<file path="config.mk">
export PLATFORM = sky130hd
export DESIGN_NAME = irt_ctrl
export DESIGN_NICKNAME = d
export VERILOG_FILES = /design/src/hdl/irt_pkg.sv /design/src/hdl/irt_ctrl.sv
export SDC_FILE = /design/constraint.sdc
export NUM_CORES = 1
export LEC_CHECK = 0
export BUFFER_PORTS_ARGS = -buffer_cell sky130_fd_sc_hd__buf_2
export CAP_MARGIN = 20
export CORE_AREA = 5 5 42 44
export CTS_CLUSTER_DIAMETER = 80
export DETAILED_ROUTE_END_ITERATION = 10
export DIE_AREA = 0 0 47 49
export PLACE_DENSITY = 0.42
export SETUP_SLACK_MARGIN = 0.05
export SYNTH_ARGS = -nofsm -noshare
export SYNTH_HDL_FRONTEND = slang
export SYNTH_SLANG_ARGS = --single-unit
</file>
<file path="constraint.sdc">
create_clock -name clk -period 1.8 [get_ports clk]
set_input_delay 0.09 -clock clk [delete_from_list [all_inputs] [get_ports clk]]
set_output_delay 0.09 -clock clk [all_outputs]
set_load 0.005 [all_outputs]
</file>
<file path="src/hdl/irt_pkg.sv">
// ---------------------------------------------------------------------------
// irt_pkg
// Shared types and constants of the interval reservation table.
// ---------------------------------------------------------------------------
package irt_pkg;

  // Fixed widths of the channel fields.
  localparam int ROW_IN_W   = 8;
  localparam int SEAT_IN_W  = 16;
  localparam int OWNER_IN_W = 16;

  // Operation codes.
  localparam logic OP_RESERVE = 1'b0;
  localparam logic OP_LOOKUP  = 1'b1;

  // One request word as it enters the datapath.
  typedef struct packed {
    logic                  opcode;
    logic [ROW_IN_W-1:0]   row;
    logic [SEAT_IN_W-1:0]  seat_first;
    logic [SEAT_IN_W-1:0]  seat_last;
    logic [OWNER_IN_W-1:0] owner_id;
  } req_t;

  // Commands from the controller to the datapath.
  typedef struct packed {
    logic load;    // capture request, read fill count
    logic fill;    // settle fill count and prechecks
    logic scan;    // walk stored intervals of the row
    logic commit;  // append an accepted reservation
    logic emit;    // load the output register
  } cmd_t;

  // Status from the datapath to the controller.
  typedef struct packed {
    logic done;      // scan finished
    logic out_free;  // output register can take a word
  } stat_t;

endpackage

</file>
<file path="src/hdl/irt_ctrl.sv">
// ---------------------------------------------------------------------------
// irt_ctrl
// Sequencer of the table: steps one request through fill read, slot scan,
// commit and result hand-off.
// ---------------------------------------------------------------------------
module irt_ctrl (
  input  logic           clk,
  input  logic           rst_n,
  input  logic           in_valid,
  output logic           in_ready,
  input  irt_pkg::stat_t stat,
  output irt_pkg::cmd_t  cmd
);
  import irt_pkg::*;

  typedef enum logic [2:0] {
    S_IDLE,
    S_FILL,
    S_SCAN,
    S_COMMIT,
    S_OUT
  } state_t;

  state_t state_r, state_nxt;
  logic   rdy_r;

  always_comb begin
    state_nxt = state_r;
    cmd       = '0;
    case (state_r)
      S_IDLE: begin
        if (in_valid && rdy_r) begin
          cmd.load  = 1'b1;
          state_nxt = S_FILL;
        end
      end
      S_FILL: begin
        cmd.fill  = 1'b1;
        state_nxt = S_SCAN;
      end
      S_SCAN: begin
        cmd.scan = 1'b1;
        if (stat.done) begin
          state_nxt = S_COMMIT;
        end
      end
      S_COMMIT: begin
        cmd.commit = 1'b1;
        state_nxt  = S_OUT;
      end
      S_OUT: begin
        if (stat.out_free) begin
          cmd.emit  = 1'b1;
          state_nxt = S_IDLE;
        end
      end
      default: begin
        state_nxt = S_IDLE;
      end
    endcase
  end

  always_ff @(posedge clk) begin
    if (!rst_n) begin
      state_r <= S_IDLE;
      rdy_r   <= 1'b1;
    end else begin
      state_r <= state_nxt;
      rdy_r   <= (state_nxt == S_IDLE);
    end
  end

  assign in_ready = rdy_r;

endmodule

</file>
==> insert_results.sql <==
INSERT INTO impl_metrics (metric_group, metric, value, unit) VALUES
('logic_synthesis', 'synth_xor_xnor_area_share', '3.98', '%'),
('sta', 'layout_worst_path_cycle_share', '71.1', '%'),
('place', 'dpl.hpwl', '411', 'um'),
('global_routing', 'antenna_found_initial', '0', ''),
('clocking', 'cts.htree.levels', '1', ''),
('critical_path', 'crit_buf_inv', '0', ''),
('finish', 'drive_gt1_share', '40.0', '%'),
('global_routing', 'grt_start_max_net_pins', '10', ''),
('critical_path', 'slowest_cell_delay_on_critical_path', '0.57', 'ns'),
('sta', 'final.hold.worst_slack', '0.132', 'ns'),
('logic_synthesis', 'simple_logic_cell_fraction_of_the_synthesized_area', '32.4', '%'),
('die', 'number_of_primary_i_o_pins', '11', ''),
('route', 'num_vias', '215', ''),
('power', 'power_frac_clock', '41.3', '%'),
('route', 'initialDrtViolationCount', '1', ''),
('critical_path', 'timing.critical_path.max_delay_family', 'simple AND/OR/NAND/NOR gates', ''),
('sta', 'layout_min_cycle_time', '1.28', 'ns'),
('sta', 'layout_setup_ws', '0.521', 'ns'),
('finish', 'antenna_cells', '0', ''),
('die', 'floorplan.rows', '14', ''),
('critical_path', 'critical_path_peak_fanout', '9', ''),
('critical_path', 'cp_cell_sequence', 'or4b_4 > o22a_1', ''),
('route', 'final_antenna_net_count', '0', ''),
('clocking', 'worst_skew_pair.late_latency', '0.24', 'ns'),
('worst_hold_path', 'hold_path_class', 'in2reg', ''),
('clocking', 'clk_root_buffer_cell', 'sky130_fd_sc_hd__clkbuf_4', ''),
('critical_path', 'path_class', 'reg2reg', ''),
('power', 'power.net_switching', '0.0851', 'mW'),
('logic_synthesis', 'synthMuxAreaShare', '0', '%'),
('finish', 'nNetsFinal', '42', ''),
('clocking', 'cts_made_buffers', '3', ''),
('clocking', 'post_cts_resize_count', '0', ''),
('power', 'combinationalPowerShare', '17.9', '%'),
('global_routing', 'grtUsageTotal', '6.98', '%'),
('sta', 'relSlewSlack', '78.3', '%'),
('logic_synthesis', 'synthesis.area_per_instance', '9.18', 'um^2'),
('logic_synthesis', 'synth.yosys.warnings', '0', ''),
('outcome', 'result_of_the_run', 'finished clean', ''),
('clocking', 'tritoncts_num_sinks', '4', ''),
('sta', 'fmax', '782', 'MHz'),
('clocking', 'clock_tree_from_tritoncts', 'built', ''),
('global_routing', 'vias_in_the_first_global_route', '224', ''),
('sta', 'setup-tns-final', '0', 'ns'),
('critical_path', 'worstSetupEndpointType', 'register', ''),
('finish', 'commonest_cells_after_routing_fill_and_taps_aside', '10 x sky130_fd_sc_hd__buf_2, 4 x sky130_fd_sc_hd__dfxtp_1, 3 x sky130_fd_sc_hd__clkbuf_4', ''),
('place', 'placement.setup.worst_slack', '0.534', 'ns'),
('sta', 'setup_violations', '0', ''),
('route', 'post_drt_wl_per_cell', '11.6', 'um'),
('power', 'internal_power', '0.205', 'mW'),
('logic_synthesis', 'synth_compound_area_share', '13.6', '%'),
('power', 'power.static_leakage', '0.135', 'nW'),
('logic_synthesis', 'synth_sequential_area_ratio', '36.4', '%'),
('power', 'irDropWorstVdd', '0.465', 'mV'),
('clocking', 'max-clock-path-buffers', '2', ''),
('sta', 'timing_max_transition_violations_final', '0', ''),
('clocking', 'cts.reportedPaths.clkPinSlew', '0.04', 'ns'),
('critical_path', 'r2r_slack', '0.52', 'ns'),
('sta', 'hold_violations', '0', ''),
('logic_synthesis', 'cells_after_synth', '24', ''),
('global_routing', 'globalRouteOverflowTotal', '0', ''),
('clocking', 'cts-hold-fix-buffers', '0', ''),
('die', 'placeableCoreArea', '1400', 'um^2'),
('critical_path', 'arrival', '1.41', 'ns'),
('critical_path', 'cp_slowest_cell', 'sky130_fd_sc_hd__or4b_4', ''),
('place', 'place.port_buffers', '10', ''),
('die', 'die_width', '47', 'um'),
('logic_synthesis', 'synth_fa_ha_area_share', '0', '%'),
('route', 'drt-total-wl', '591', 'um'),
('job', 'max_cap_viol_count', '0', ''),
('global_routing', 'wire_length_of_the_first_global_routing_pass', '1080', 'um'),
('logic_synthesis', 'number_of_nets_produced_by_synthesis', '29', '');
per-layer routing:
metal	GRT usage (%)	part of all wire (%)	wire length, um	vias to the layer above
li1	-	-	-	107
met1	8.17	45	267	97
met2	8.37	43	256	9
met3	7.01	9.6	57	2
met4	2.76	1.7	10	0
met5	0	0	0	-
cell usage after synthesis:
| cell type | number | area share (%) |
|---|---|---|
| sky130_fd_sc_hd__dfxtp_1 | 4 | 36 |
| sky130_fd_sc_hd__a2111oi_0 | 1 | 4.0 |
| sky130_fd_sc_hd__nand2_1 | 2 | 3.4 |
| sky130_fd_sc_hd__nand2b_1 | 1 | 2.8 |
| sky130_fd_sc_hd__xnor2_1 | 1 | 4.0 |
| sky130_fd_sc_hd__a21oi_1 | 1 | 2.3 |
| sky130_fd_sc_hd__or4b_4 | 1 | 6.2 |
| sky130_fd_sc_hd__nor2_1 | 1 | 1.7 |
| sky130_fd_sc_hd__nor3_1 | 2 | 4.5 |
| sky130_fd_sc_hd__inv_1 | 2 | 3.4 |
| sky130_fd_sc_hd__nor3b_1 | 2 | 6.8 |
| sky130_fd_sc_hd__buf_6 | 2 | 10 |
| sky130_fd_sc_hd__nand3b_1 | 2 | 6.8 |
| sky130_fd_sc_hd__a211oi_1 | 1 | 3.4 |
| sky130_fd_sc_hd__o22a_1 | 1 | 4.0 |
power by group through the flow:
stage          sequential [mW]  combinational (mW)  clock [mW]
2_1_floorplan            0.107              0.0515           0
3_5_place_dp             0.119              0.0511           0
3_3_place_gp             0.120              0.0532           0
5_1_grt                  0.121              0.0571       0.137
6_report                 0.118              0.0518       0.120
4_1_cts                  0.118              0.0521       0.123
layout make-up:
cell class                 instances  area, um^2  share of cell area (%)
clock buffer                       3        22.5                    7.76
inverter                           2        7.51                    2.59
multi-input combinational         16         110                    37.9
sequential                         4        80.1                    27.6
tap                               16        20.0                    6.90
timing repair buffer              10        50.0                    17.2
registers in the layout, summed over array words and instances (netlist names):
register,flops
state_r,3
in_ready,1
cells by family after synthesis:
family          after synthesis
buf+inv                       4
xor+xnor                      1
flops                         4
compound gates                4
simple gates                 11
stage by stage:
step                std cells  area [um^2]  power (mW)
floorplan                  24          220       0.158
global placement           48          268       0.173
detailed placement         48          268       0.171
CTS                        51          290       0.293
global route               51          290       0.315
finish                     51          290       0.290
path summary, 6_finish.rpt:
path / start / to / cells past startpoint
worst max register to register: state_r[0] / in_ready / 2
worst max-delay path: state_r[0] / in_ready / 2
worst min-delay path: stat[1] / state_r[0] / 3
worst min register to register: in_ready / state_r[0] / 2
worst register-to-register path, delay by kind of cell, from the launching register on:
kind             cells  cell delay (ns)
flip-flops           1             0.39
AND/OR/NAND/NOR      1             0.57
AO/OA/AOI/OAI        1             0.21
Power figures use the tool's default switching activity.
